--- config.mk ---
export PLATFORM = sky130hd
export DESIGN_NAME = two_channel_pid_current_loop_core
export DESIGN_NICKNAME = d
export VERILOG_FILES = /design/src/rtl/tcpid_pkg.sv /design/src/rtl/tcpid_ram.sv /design/src/rtl/two_channel_pid_current_loop_core.sv
export SDC_FILE = /design/constraint.sdc
export NUM_CORES = 2
export LEC_CHECK = 0
export BUFFER_PORTS_ARGS = -buffer_cell sky130_fd_sc_hd__buf_2
export CAP_MARGIN = 5
export CORE_ASPECT_RATIO = 1.4
export CORE_MARGIN = 4
export CORE_UTILIZATION = 55
export CTS_CLUSTER_SIZE = 12
export DETAILED_ROUTE_END_ITERATION = 10
export PLACE_DENSITY = 0.71
export SETUP_SLACK_MARGIN = 0.4
export SLEW_MARGIN = 10
export SYNTH_ARGS = -nofsm -noshare
export SYNTH_HDL_FRONTEND = slang
export SYNTH_SLANG_ARGS = --single-unit
--- constraint.sdc ---
create_clock -name clk_i -period 12.2 [get_ports clk_i]
set_input_delay 2.44 -clock clk_i [delete_from_list [all_inputs] [get_ports clk_i]]
set_output_delay 2.44 -clock clk_i [all_outputs]
set_load 0.005 [all_outputs]
--- src/rtl/tcpid_pkg.sv ---
// Package for the two-channel PID current loop core.
// Holds widths, register codes, reset values and the request structs.
// No dependencies; used by the core and the checker under rtl, and by the testbench.
package tcpid_pkg;

  // Number of current loops that share the state memory
  localparam int CHANNELS = 2;
  localparam int CH_AW    = (CHANNELS > 1) ? $clog2(CHANNELS) : 1;

  localparam int MEAS_W  = 12;
  localparam int SP_W    = 13;
  localparam int ERR_W   = 14;
  localparam int GAIN_W  = 16;
  localparam int OUT_W   = 16;
  localparam int ACC_W   = 48;
  localparam int STATE_W = ERR_W + ACC_W;

  // Products and sums of the datapath
  localparam int PK_W   = GAIN_W + ERR_W;       // Kp * e
  localparam int PE_W   = GAIN_W + ERR_W + 1;   // Ki * (e + e1), Kd * (e - e1)
  localparam int PKD_W  = 32;                   // 2*Kp*e + 2*Kd*(e - e1)
  localparam int SUM_W  = ACC_W + 1;
  localparam int FRAC_W = 13;
  localparam int Y_W    = SUM_W - FRAC_W;

  // Stages from the accepting edge up to and including the output register
  localparam int PIPE_DEPTH = 5;

  localparam int ADDR_W = 5;
  localparam int DATA_W = 32;

  typedef enum logic [2:0] {
    REG_GAIN_PROP  = 3'd0,
    REG_GAIN_INTEG = 3'd1,
    REG_GAIN_DERIV = 3'd2,
    REG_OUT_UPPER  = 3'd3,
    REG_OUT_LOWER  = 3'd4,
    REG_TARGET_CH0 = 3'd5,
    REG_TARGET_CH1 = 3'd6
  } reg_idx_e;

  localparam logic signed [GAIN_W-1:0] RST_GAIN_PROP  = 16'sd410;
  localparam logic signed [GAIN_W-1:0] RST_GAIN_INTEG = 16'sd0;
  localparam logic signed [GAIN_W-1:0] RST_GAIN_DERIV = 16'sd0;
  localparam logic signed [OUT_W-1:0]  RST_OUT_UPPER  = 16'sd500;
  localparam logic signed [OUT_W-1:0]  RST_OUT_LOWER  = -16'sd500;
  localparam logic signed [SP_W-1:0]   RST_TARGET     = -13'sd200;

  localparam logic signed [ACC_W-1:0] ACC_MAX = {1'b0, {(ACC_W-1){1'b1}}};
  localparam logic signed [ACC_W-1:0] ACC_MIN = {1'b1, {(ACC_W-1){1'b0}}};

  typedef struct packed {
    logic              chan;
    logic [MEAS_W-1:0] measured;
  } in_item_t;

  typedef struct packed {
    logic                    chan_out;
    logic signed [OUT_W-1:0] drive;
    logic                    clamped;
  } out_item_t;

endpackage

--- src/rtl/tcpid_ram.sv ---
// Generic single-clock RAM: one write port, one read port, registered read.
// Read during a write to the same entry returns the old contents.
// No dependencies.
module tcpid_ram #(
  parameter int WIDTH = 8,
  parameter int DEPTH = 2
) (
  input  logic                                         clk_i,
  input  logic                                         we_i,
  input  logic [((DEPTH > 1) ? $clog2(DEPTH) : 1)-1:0] waddr_i,
  input  logic [WIDTH-1:0]                             wdata_i,
  input  logic                                         re_i,
  input  logic [((DEPTH > 1) ? $clog2(DEPTH) : 1)-1:0] raddr_i,
  output logic [WIDTH-1:0]                             rdata_o
);

  logic [WIDTH-1:0] mem_q [DEPTH];
  logic [WIDTH-1:0] rdata_q;

  always_ff @(posedge clk_i) begin
    if (we_i) begin
      mem_q[waddr_i] <= wdata_i;
    end
    if (re_i) begin
      rdata_q <= mem_q[raddr_i];
    end
  end

  assign rdata_o = rdata_q;

endmodule

--- src/rtl/two_channel_pid_current_loop_core.sv ---
// Channel   | Signals                                   | Request moves when
// ----------+-------------------------------------------+--------------------------------
// in        | in_valid_i, in_stall_o, in_data_i         | in_valid_i high, in_stall_o low
// out       | out_valid_o, out_stall_i, out_data_o      | out_valid_o high, out_stall_i low
// config    | psel, penable, pwrite, paddr, pwdata, ... | psel, penable, pwrite, pready high
//
// Throughput is one request per cycle while out is not stalled; a result passes stage
// registers 1 to 4 and then the output register. The rate is set by the per-channel
// integral loop: state memory read, forwarding mux and saturating add each cycle.
// Reset clears the per-entry valid bits of the state memory, so no clearing pass
// is needed. Stages with a free slot behind them keep filling while out is stalled.
//
// Top level of the two-channel PID current loop with trapezoidal integral.
// Depends on tcpid_pkg and tcpid_ram.
module two_channel_pid_current_loop_core (
  input  logic                              clk_i,
  input  logic                              rst_ni,
  input  logic                              in_valid_i,
  output logic                              in_stall_o,
  input  tcpid_pkg::in_item_t               in_data_i,
  output logic                              out_valid_o,
  input  logic                              out_stall_i,
  output tcpid_pkg::out_item_t              out_data_o,
  input  logic                              psel,
  input  logic                              penable,
  input  logic                              pwrite,
  input  logic [tcpid_pkg::ADDR_W-1:0]      paddr,
  input  logic [tcpid_pkg::DATA_W-1:0]      pwdata,
  output logic [tcpid_pkg::DATA_W-1:0]      prdata,
  output logic                              pready
);

  // Configuration registers
  logic signed [tcpid_pkg::GAIN_W-1:0] gain_prop_q, gain_integ_q, gain_deriv_q;
  logic signed [tcpid_pkg::OUT_W-1:0]  out_upper_q, out_lower_q;
  logic signed [tcpid_pkg::SP_W-1:0]   target_ch0_q, target_ch1_q;

  logic                 cfg_we;
  tcpid_pkg::reg_idx_e  cfg_idx;

  // Handshake and stage occupancy
  logic v1_q, v2_q, v3_q, v4_q, out_valid_q;
  logic rdy1, rdy2, rdy3, rdy4, rdy_out;
  logic in_acc;

  // Stage 1: error formed, state read from memory
  logic                               chan1_q;
  logic [tcpid_pkg::CH_AW-1:0]        idx1_q;
  logic signed [tcpid_pkg::ERR_W-1:0] err1_q;

  // Stage 2: products and old integral
  logic                               chan2_q;
  logic [tcpid_pkg::CH_AW-1:0]        idx2_q;
  logic signed [tcpid_pkg::ERR_W-1:0] err2_q;
  logic signed [tcpid_pkg::ACC_W-1:0] acc2_q;
  logic signed [tcpid_pkg::PK_W-1:0]  pk2_q;
  logic signed [tcpid_pkg::PE_W-1:0]  pi2_q, pd2_q;

  // Stage 3: new integral and the other two terms
  logic                               chan3_q;
  logic signed [tcpid_pkg::ACC_W-1:0] acc3_q;
  logic signed [tcpid_pkg::PKD_W-1:0] pkd3_q;

  // Stage 4: full sum in Q.13
  logic                               chan4_q;
  logic signed [tcpid_pkg::SUM_W-1:0] sum4_q;

  tcpid_pkg::out_item_t out_data_q, out_data_d;

  // Last state write, for a read that met the write at the same edge
  logic                               wb_valid_q;
  logic [tcpid_pkg::CH_AW-1:0]        wb_idx_q;
  logic signed [tcpid_pkg::ERR_W-1:0] wb_err_q;
  logic signed [tcpid_pkg::ACC_W-1:0] wb_acc_q;

  // Memory entries written since reset; an unwritten entry reads as zero
  logic [tcpid_pkg::CHANNELS-1:0] vld_q;

  logic [tcpid_pkg::CH_AW-1:0]        in_idx;
  logic signed [tcpid_pkg::SP_W-1:0]  in_sp;
  logic signed [tcpid_pkg::ERR_W-1:0] in_err;

  logic                                ram_we;
  logic [tcpid_pkg::STATE_W-1:0]       ram_wdata, ram_rdata;

  logic signed [tcpid_pkg::ERR_W-1:0]  prev_err;
  logic signed [tcpid_pkg::ACC_W-1:0]  prev_acc;
  logic signed [tcpid_pkg::ERR_W:0]    err_sum, err_diff;
  logic signed [tcpid_pkg::PK_W-1:0]   pk;
  logic signed [tcpid_pkg::PE_W-1:0]   pi, pd;

  logic signed [tcpid_pkg::ACC_W:0]    acc_sum;
  logic signed [tcpid_pkg::ACC_W-1:0]  acc_new;
  logic signed [tcpid_pkg::PKD_W-1:0]  pkd;
  logic signed [tcpid_pkg::SUM_W-1:0]  sum3, sum_biased;
  logic signed [tcpid_pkg::Y_W-1:0]    y;

  // ---------------------------------------------------------------- config port
  assign pready  = 1'b1;
  assign cfg_we  = psel && penable && pwrite;
  assign cfg_idx = tcpid_pkg::reg_idx_e'(paddr[tcpid_pkg::ADDR_W-1:2]);

  always_ff @(posedge clk_i or negedge rst_ni) begin
    if (!rst_ni) begin
      gain_prop_q  <= tcpid_pkg::RST_GAIN_PROP;
      gain_integ_q <= tcpid_pkg::RST_GAIN_INTEG;
      gain_deriv_q <= tcpid_pkg::RST_GAIN_DERIV;
      out_upper_q  <= tcpid_pkg::RST_OUT_UPPER;
      out_lower_q  <= tcpid_pkg::RST_OUT_LOWER;
      target_ch0_q <= tcpid_pkg::RST_TARGET;
      target_ch1_q <= tcpid_pkg::RST_TARGET;
    end else if (cfg_we) begin
      case (cfg_idx)
        tcpid_pkg::REG_GAIN_PROP:  gain_prop_q  <= $signed(pwdata[tcpid_pkg::GAIN_W-1:0]);
        tcpid_pkg::REG_GAIN_INTEG: gain_integ_q <= $signed(pwdata[tcpid_pkg::GAIN_W-1:0]);
        tcpid_pkg::REG_GAIN_DERIV: gain_deriv_q <= $signed(pwdata[tcpid_pkg::GAIN_W-1:0]);
        tcpid_pkg::REG_OUT_UPPER:  out_upper_q  <= $signed(pwdata[tcpid_pkg::OUT_W-1:0]);
        tcpid_pkg::REG_OUT_LOWER:  out_lower_q  <= $signed(pwdata[tcpid_pkg::OUT_W-1:0]);
        tcpid_pkg::REG_TARGET_CH0: target_ch0_q <= $signed(pwdata[tcpid_pkg::SP_W-1:0]);
        tcpid_pkg::REG_TARGET_CH1: target_ch1_q <= $signed(pwdata[tcpid_pkg::SP_W-1:0]);
        default: ;
      endcase
    end
  end

  always_comb begin
    case (cfg_idx)
      tcpid_pkg::REG_GAIN_PROP:  prdata = tcpid_pkg::DATA_W'(gain_prop_q);
      tcpid_pkg::REG_GAIN_INTEG: prdata = tcpid_pkg::DATA_W'(gain_integ_q);
      tcpid_pkg::REG_GAIN_DERIV: prdata = tcpid_pkg::DATA_W'(gain_deriv_q);
      tcpid_pkg::REG_OUT_UPPER:  prdata = tcpid_pkg::DATA_W'(out_upper_q);
      tcpid_pkg::REG_OUT_LOWER:  prdata = tcpid_pkg::DATA_W'(out_lower_q);
      tcpid_pkg::REG_TARGET_CH0: prdata = tcpid_pkg::DATA_W'(target_ch0_q);
      tcpid_pkg::REG_TARGET_CH1: prdata = tcpid_pkg::DATA_W'(target_ch1_q);
      default:                   prdata = '0;
    endcase
  end

  // ---------------------------------------------------------------- flow control
  // A stage moves when it is empty or the stage after it moves.
  assign rdy_out = !out_valid_q || !out_stall_i;
  assign rdy4    = !v4_q || rdy_out;
  assign rdy3    = !v3_q || rdy4;
  assign rdy2    = !v2_q || rdy3;
  assign rdy1    = !v1_q || rdy2;

  assign in_stall_o  = !rdy1;
  assign in_acc      = in_valid_i && rdy1;
  assign out_valid_o = out_valid_q;
  assign out_data_o  = out_data_q;

  always_ff @(posedge clk_i or negedge rst_ni) begin
    if (!rst_ni) begin
      v1_q        <= 1'b0;
      v2_q        <= 1'b0;
      v3_q        <= 1'b0;
      v4_q        <= 1'b0;
      out_valid_q <= 1'b0;
    end else begin
      if (rdy1)    v1_q        <= in_acc;
      if (rdy2)    v2_q        <= v1_q;
      if (rdy3)    v3_q        <= v2_q;
      if (rdy4)    v4_q        <= v3_q;
      if (rdy_out) out_valid_q <= v4_q;
    end
  end

  // ---------------------------------------------------------------- stage 0
  assign in_idx = (tcpid_pkg::CHANNELS > 1) ? tcpid_pkg::CH_AW'(in_data_i.chan) : '0;
  assign in_sp  = in_data_i.chan ? target_ch1_q : target_ch0_q;
  assign in_err = tcpid_pkg::ERR_W'(in_sp) - $signed({2'b00, in_data_i.measured});

  tcpid_ram #(
    .WIDTH (tcpid_pkg::STATE_W),
    .DEPTH (tcpid_pkg::CHANNELS)
  ) u_state_ram (
    .clk_i   (clk_i),
    .we_i    (ram_we),
    .waddr_i (idx2_q),
    .wdata_i (ram_wdata),
    .re_i    (in_acc),
    .raddr_i (in_idx),
    .rdata_o (ram_rdata)
  );

  // ---------------------------------------------------------------- stage 1
  // Take the state from the request ahead, then the last write, then memory; an unwritten entry gives zero.
  always_comb begin
    if (v2_q && (idx2_q == idx1_q)) begin
      prev_err = err2_q;
      prev_acc = acc_new;
    end else if (wb_valid_q && (wb_idx_q == idx1_q)) begin
      prev_err = wb_err_q;
      prev_acc = wb_acc_q;
    end else if (vld_q[idx1_q]) begin
      prev_err = $signed(ram_rdata[tcpid_pkg::STATE_W-1:tcpid_pkg::ACC_W]);
      prev_acc = $signed(ram_rdata[tcpid_pkg::ACC_W-1:0]);
    end else begin
      prev_err = '0;
      prev_acc = '0;
    end
  end

  assign err_sum  = (tcpid_pkg::ERR_W+1)'(err1_q) + (tcpid_pkg::ERR_W+1)'(prev_err);
  assign err_diff = (tcpid_pkg::ERR_W+1)'(err1_q) - (tcpid_pkg::ERR_W+1)'(prev_err);
  assign pk = tcpid_pkg::PK_W'(gain_prop_q) * tcpid_pkg::PK_W'(err1_q);
  assign pi = tcpid_pkg::PE_W'(gain_integ_q) * tcpid_pkg::PE_W'(err_sum);
  assign pd = tcpid_pkg::PE_W'(gain_deriv_q) * tcpid_pkg::PE_W'(err_diff);

  // ---------------------------------------------------------------- stage 2
  // Ki*(e+e1) in Q.13 is the trapezoid step; saturate to the integral width.
  assign acc_sum = (tcpid_pkg::ACC_W+1)'(acc2_q) + (tcpid_pkg::ACC_W+1)'(pi2_q);

  always_comb begin
    if (acc_sum[tcpid_pkg::ACC_W] != acc_sum[tcpid_pkg::ACC_W-1]) begin
      acc_new = acc_sum[tcpid_pkg::ACC_W] ? tcpid_pkg::ACC_MIN : tcpid_pkg::ACC_MAX;
    end else begin
      acc_new = acc_sum[tcpid_pkg::ACC_W-1:0];
    end
  end

  assign pkd = (tcpid_pkg::PKD_W'(pk2_q) <<< 1) + (tcpid_pkg::PKD_W'(pd2_q) <<< 1);

  assign ram_we    = v2_q && rdy3;
  assign ram_wdata = {err2_q, acc_new};

  always_ff @(posedge clk_i or negedge rst_ni) begin
    if (!rst_ni) begin
      wb_valid_q <= 1'b0;
      vld_q      <= '0;
    end else if (ram_we) begin
      wb_valid_q     <= 1'b1;
      vld_q[idx2_q]  <= 1'b1;
    end
  end

  // ---------------------------------------------------------------- stage 3/4
  assign sum3 = tcpid_pkg::SUM_W'(acc3_q) + tcpid_pkg::SUM_W'(pkd3_q);

  // Divide by 2^13 toward zero: bias negative sums before the shift.
  assign sum_biased = sum4_q + (sum4_q[tcpid_pkg::SUM_W-1] ?
                      tcpid_pkg::SUM_W'((1 << tcpid_pkg::FRAC_W) - 1) : '0);
  assign y = $signed(sum_biased[tcpid_pkg::SUM_W-1:tcpid_pkg::FRAC_W]);

  always_comb begin
    out_data_d.chan_out = chan4_q;
    if (y < tcpid_pkg::Y_W'(out_lower_q)) begin
      out_data_d.drive   = out_lower_q;
      out_data_d.clamped = 1'b1;
    end else if (y > tcpid_pkg::Y_W'(out_upper_q)) begin
      out_data_d.drive   = out_upper_q;
      out_data_d.clamped = 1'b1;
    end else begin
      out_data_d.drive   = y[tcpid_pkg::OUT_W-1:0];
      out_data_d.clamped = 1'b0;
    end
  end

  // ---------------------------------------------------------------- payload regs
  always_ff @(posedge clk_i) begin
    if (rdy1 && in_acc) begin
      chan1_q <= in_data_i.chan;
      idx1_q  <= in_idx;
      err1_q  <= in_err;
    end
    if (rdy2) begin
      chan2_q <= chan1_q;
      idx2_q  <= idx1_q;
      err2_q  <= err1_q;
      acc2_q  <= prev_acc;
      pk2_q   <= pk;
      pi2_q   <= pi;
      pd2_q   <= pd;
    end
    if (rdy3) begin
      chan3_q <= chan2_q;
      acc3_q  <= acc_new;
      pkd3_q  <= pkd;
    end
    if (rdy4) begin
      chan4_q <= chan3_q;
      sum4_q  <= sum3;
    end
    if (rdy_out) begin
      out_data_q <= out_data_d;
    end
    if (ram_we) begin
      wb_idx_q <= idx2_q;
      wb_err_q <= err2_q;
      wb_acc_q <= acc_new;
    end
  end

endmodule

==> summary.txt <==
Worst setup path
  – Critical path type: flop to flop
  – Highest cell delay on the worst timing path: ~0.63 ns
  – Buf+Inv Stages, Crit Path: 6
  – Slowest-stage cell, CP: sky130_fd_sc_hd__a2111oi_0
  – Kind of capture point of the worst setup path: flop
  – WP data required: 12.60 ns
  – Dominant delay contributor by cell family on the critical path: adder cells
  – Max Fanout on Critical Path: 19
  – Cell type with the highest occurrence count on the critical path: sky130_fd_sc_hd__fa_1
  – Startpoint type of the worst setup path: flop
  – Worst Path Arrival: 11.12 ns

Floorplan
  – IO Count: 110
  – Die outline area: around 0.12 sq mm
  – Area of the core region: about 0.11 sq mm
  – Die boundary height: between 400 and 500 um
  – Die width: between 200 and 300 um
  – Number of core rows: 146
  – Effective utilization at floorplan: 0.5528

Timing
  – Aggregate negative setup slack: 0 ns
  – Post-route fraction of the period consumed by the critical path: 0.8785
  – Min Clock Period, post-route: ~11 ns
  – Final clock skew: about 0.039 ns
  – Count of final hold-check violations: 0
  – Slew at the pin with the worst max-slew slack: around 1.1 ns
  – Final-report setup violation count: 0
  – Worst rel slew slack: 0.2830
  – Top achievable clock speed: 93.30 MHz
  – Final slew viol count: 0
  – RSZ-0062 raised after global routing: no

Synthesis
  – Number of distinct library cells after synthesis: 106
  – Post-synthesis instance total: 5888
  – Mapped Area: around 0.063 sq mm
  – Number of flops mapped to enable cells by yosys: 567
  – Total nets after synthesis: 7131
  – Post-synthesis async set-or-reset flop share: 0.1674
  – Flop and latch count out of synthesis: 681
  – Number of warnings issued by yosys: 0
  – Synth Area per Inst: approximately 11 sq um
  – Main flop type after synthesis: sky130_fd_sc_hd__edfxtp_1
  – Sequential element share of the synthesized area: 0.3188

Cells and area
  – Nets: 7152
  – Post-synthesis to final-layout area growth: 6.786%
  – Share of cells above drive strength 1: 0.09506
  – Filler Cell Count: 9391

GRT
  – Global-route wire length before repair: 255300 um
  – Largest net degree at the start of global routing: slightly below 80
  – GRT Total Usage: 0.2758
  – Overall overflow remaining after global route: 0
  – Via count of the first global-routing pass: between 40000 and 50000
  – Number of antenna violations at the first check in global routing: 5

Routing
  – Via density per instance: between 5 and 6
  – Detailed router's first-iteration violation count: approximately 2900
  – Number of vias after detailed routing: roughly 44000
  – Average wire per cell in the routed design: between 20 and 25 um
  – First drt pass iteration count: 6
  – Antenna Violating Nets Remaining: 0
  – Remaining design rule violation count: 0
  – Wirelength, routed: between 150000 and 200000 um

Clocking
  – Clock slew at the register clock pins of the worst setup and hold paths: roughly 0.06 ns
  – Number of buffers added by the clock tree synthesis step: between 70 and 80
  – Root buffer cell: sky130_fd_sc_hd__clkbuf_16
  – Number of gates resized after CTS: 0
  – Worst-Skew Late Latency: 0.68 ns
  – # Post-CTS Setup Buffers: 0
  – TritonCTS clock tree: built
  – # H-tree levels: 3
  – Post-CTS Hold Buffers: 0
  – Number of buffers between clock root and the deepest sink: 3
  – Num Clock Sinks: roughly 680

Run status
  – Run status: finished clean

Min path
  – Hold crit path type: flop to flop

Job
  – Number of maximum-capacitance violations: 0

Placed design
  – Half-perimeter wire length after placement: 126100 um
  – Count of buffers from port buffering: 90
  – Gpl congestion: between 0.9 and 1
-- registers in the layout, indices dropped and copies added, names as in the netlist, 14 cells and up --
register	flops
acc2_q	48
acc3_q	48
err1_q	14
err2_q	14
gain_deriv_q	16
gain_integ_q	16
gain_prop_q	16
out_data_o	18
out_lower_q	16
out_upper_q	16
pd2_q	31
pi2_q	31
pk2_q	30
pkd3_q	31
sum4_q	49
u_state_ram.mem_q	124
u_state_ram.rdata_o	62
wb_acc_q	48
wb_err_q	14
-- placed cells by master, fill, tap and decap left out, types with 32 or more instances in the layout --
master / instances
sky130_fd_sc_hd__buf_2: 88
sky130_fd_sc_hd__inv_1: 858
sky130_fd_sc_hd__xor2_1: 74
sky130_fd_sc_hd__nor2b_1: 98
sky130_fd_sc_hd__o21a_1: 35
sky130_fd_sc_hd__nor2_1: 212
sky130_fd_sc_hd__a21oi_1: 212
sky130_fd_sc_hd__a31oi_1: 43
sky130_fd_sc_hd__dfrtp_1: 78
sky130_fd_sc_hd__nand4_1: 44
sky130_fd_sc_hd__and2_1: 208
sky130_fd_sc_hd__dfstp_2: 36
sky130_fd_sc_hd__nand3_1: 131
sky130_fd_sc_hd__nand2_1: 668
sky130_fd_sc_hd__fa_1: 695
sky130_fd_sc_hd__xnor2_1: 189
sky130_fd_sc_hd__o21bai_1: 32
sky130_fd_sc_hd__edfxtp_1: 567
sky130_fd_sc_hd__nand2b_1: 87
sky130_fd_sc_hd__o21ai_0: 129
sky130_fd_sc_hd__ha_1: 491
sky130_fd_sc_hd__clkbuf_16: 77
sky130_fd_sc_hd__mux2i_1: 53
sky130_fd_sc_hd__nor3_1: 45
sky130_fd_sc_hd__a21o_1: 126
sky130_fd_sc_hd__mux2_2: 186
sky130_fd_sc_hd__buf_4: 78
-- cell families after synthesis --
logic type,after synthesis,synth area share
AND/OR/NAND/NOR,1608,0.1238
adder cells (fa/ha/maj),1188,0.3212
buffers and inverters,1082,0.06710
AO/OA/AOI/OAI,817,0.08818
flip-flops,681,0.3188
XOR/XNOR,268,0.03755
multiplexers,243,0.04332
other,1,0.00006000
-- area by class of cell --
cell class,count,area [sq um],share of cell area
Tap cell,1480,1852,0.02774
Timing Repair Buffer,166,1026,0.01537
Clock inverter,22,178.9,0.002681
Inverter,861,3233,0.04844
Multi-Input combinational cell,4125,38470,0.5763
Clock buffer,99,2059,0.03086
Antenna cell,2,5.005,0.00007498
Sequential cell,681,19920,0.2985
-- final timing paths --
| path | start | end | slack, ns | depth (start not counted) |
|---|---|---|---|---|
| worst min-delay path | chan4_q$_DFFE_PP_ | out_data_o[17]$_DFFE_PP_ | 0.41 | 0 |
| worst max register to register | idx1_q$_DFFE_PP_ | pi2_q[30]$_DFFE_PP_ | 1.48 | 39 |
| worst min register to register | chan4_q$_DFFE_PP_ | out_data_o[17]$_DFFE_PP_ | 0.41 | 0 |
| worst max-delay path | idx1_q$_DFFE_PP_ | pi2_q[30]$_DFFE_PP_ | 1.48 | 39 |
| min in group asynchronous | rst_ni | vld_q[0]$_DFFE_PN0P_ | 1.83 | 1 |
| max in group asynchronous | rst_ni | target_ch1_q[1]$_DFFE_PN0P_ | 8.95 | 2 |
-- synth_stat cells (8+ instances only) --
cell type                  count  area share
sky130_fd_sc_hd__fa_1        695        0.22
sky130_fd_sc_hd__o31ai_1      16      0.0019
sky130_fd_sc_hd__xor2_1       74       0.010
sky130_fd_sc_hd__buf_4        17      0.0020
sky130_fd_sc_hd__and3_1       31      0.0031
sky130_fd_sc_hd__buf_2        21      0.0017
sky130_fd_sc_hd__edfxtp_1    567        0.27
sky130_fd_sc_hd__ha_1        491       0.098
sky130_fd_sc_hd__or3_1        11      0.0011
sky130_fd_sc_hd__a32oi_1      27      0.0038
sky130_fd_sc_hd__a32oi_2      10      0.0026
sky130_fd_sc_hd__a211oi_1     30      0.0036
sky130_fd_sc_hd__nand4_1      44      0.0044
sky130_fd_sc_hd__or2_2        16      0.0016
sky130_fd_sc_hd__nor2_1      213       0.013
sky130_fd_sc_hd__nand2_1     671       0.040
sky130_fd_sc_hd__o211ai_1     17      0.0020
sky130_fd_sc_hd__nand3_1     132       0.011
sky130_fd_sc_hd__nand2b_1     87      0.0087
sky130_fd_sc_hd__a21boi_0     18      0.0022
sky130_fd_sc_hd__clkbuf_1    172       0.010
sky130_fd_sc_hd__a21o_1      126       0.015
sky130_fd_sc_hd__mux2_2      186       0.034
sky130_fd_sc_hd__o221ai_1      8      0.0011
sky130_fd_sc_hd__dfstp_2      36       0.015
sky130_fd_sc_hd__nor3_1       45      0.0036
sky130_fd_sc_hd__o21ai_1       8     0.00064
sky130_fd_sc_hd__a31oi_1      43      0.0043
sky130_fd_sc_hd__mux2i_1      53      0.0085
sky130_fd_sc_hd__and2_1      210       0.021
sky130_fd_sc_hd__dfrtp_1      78       0.031
sky130_fd_sc_hd__inv_1       860       0.052
sky130_fd_sc_hd__a21oi_1     212       0.017
sky130_fd_sc_hd__o31a_1       12      0.0017
sky130_fd_sc_hd__o21ai_0     130       0.010
sky130_fd_sc_hd__xnor2_1     194       0.027
sky130_fd_sc_hd__o21a_1       35      0.0042
sky130_fd_sc_hd__a22oi_1      13      0.0016
sky130_fd_sc_hd__o21bai_1     32      0.0038
sky130_fd_sc_hd__nor2b_1      98      0.0098
sky130_fd_sc_hd__and4_1        8      0.0011
-- metal layers --
metal  GRT usage  share of wire
met5           0        0.00012
met4      0.1718          0.074
met3     0.02810          0.043
met2      0.5029           0.52
met1      0.3090           0.36
-- stage by stage --
stage	instance area, sq um	utilization	hold WS, ns	setup slack, ns	std cells
CTS	66740	0.5902	0.4167	1.472	7434
finish	66750	0.5903	0.4051	1.482	7436
global placement	64500	0.5704	0.4030	1.529	7313
floorplan	62500	-	0.4003	2.839	5888
detailed placement	64500	0.5704	0.4066	1.539	7313
global route	66740	0.5902	0.4285	0.7315	7434
Power is left out: the tool's default activity adds up to more than one toggle a clock period on the data nets, which glitch-free logic cannot reach.
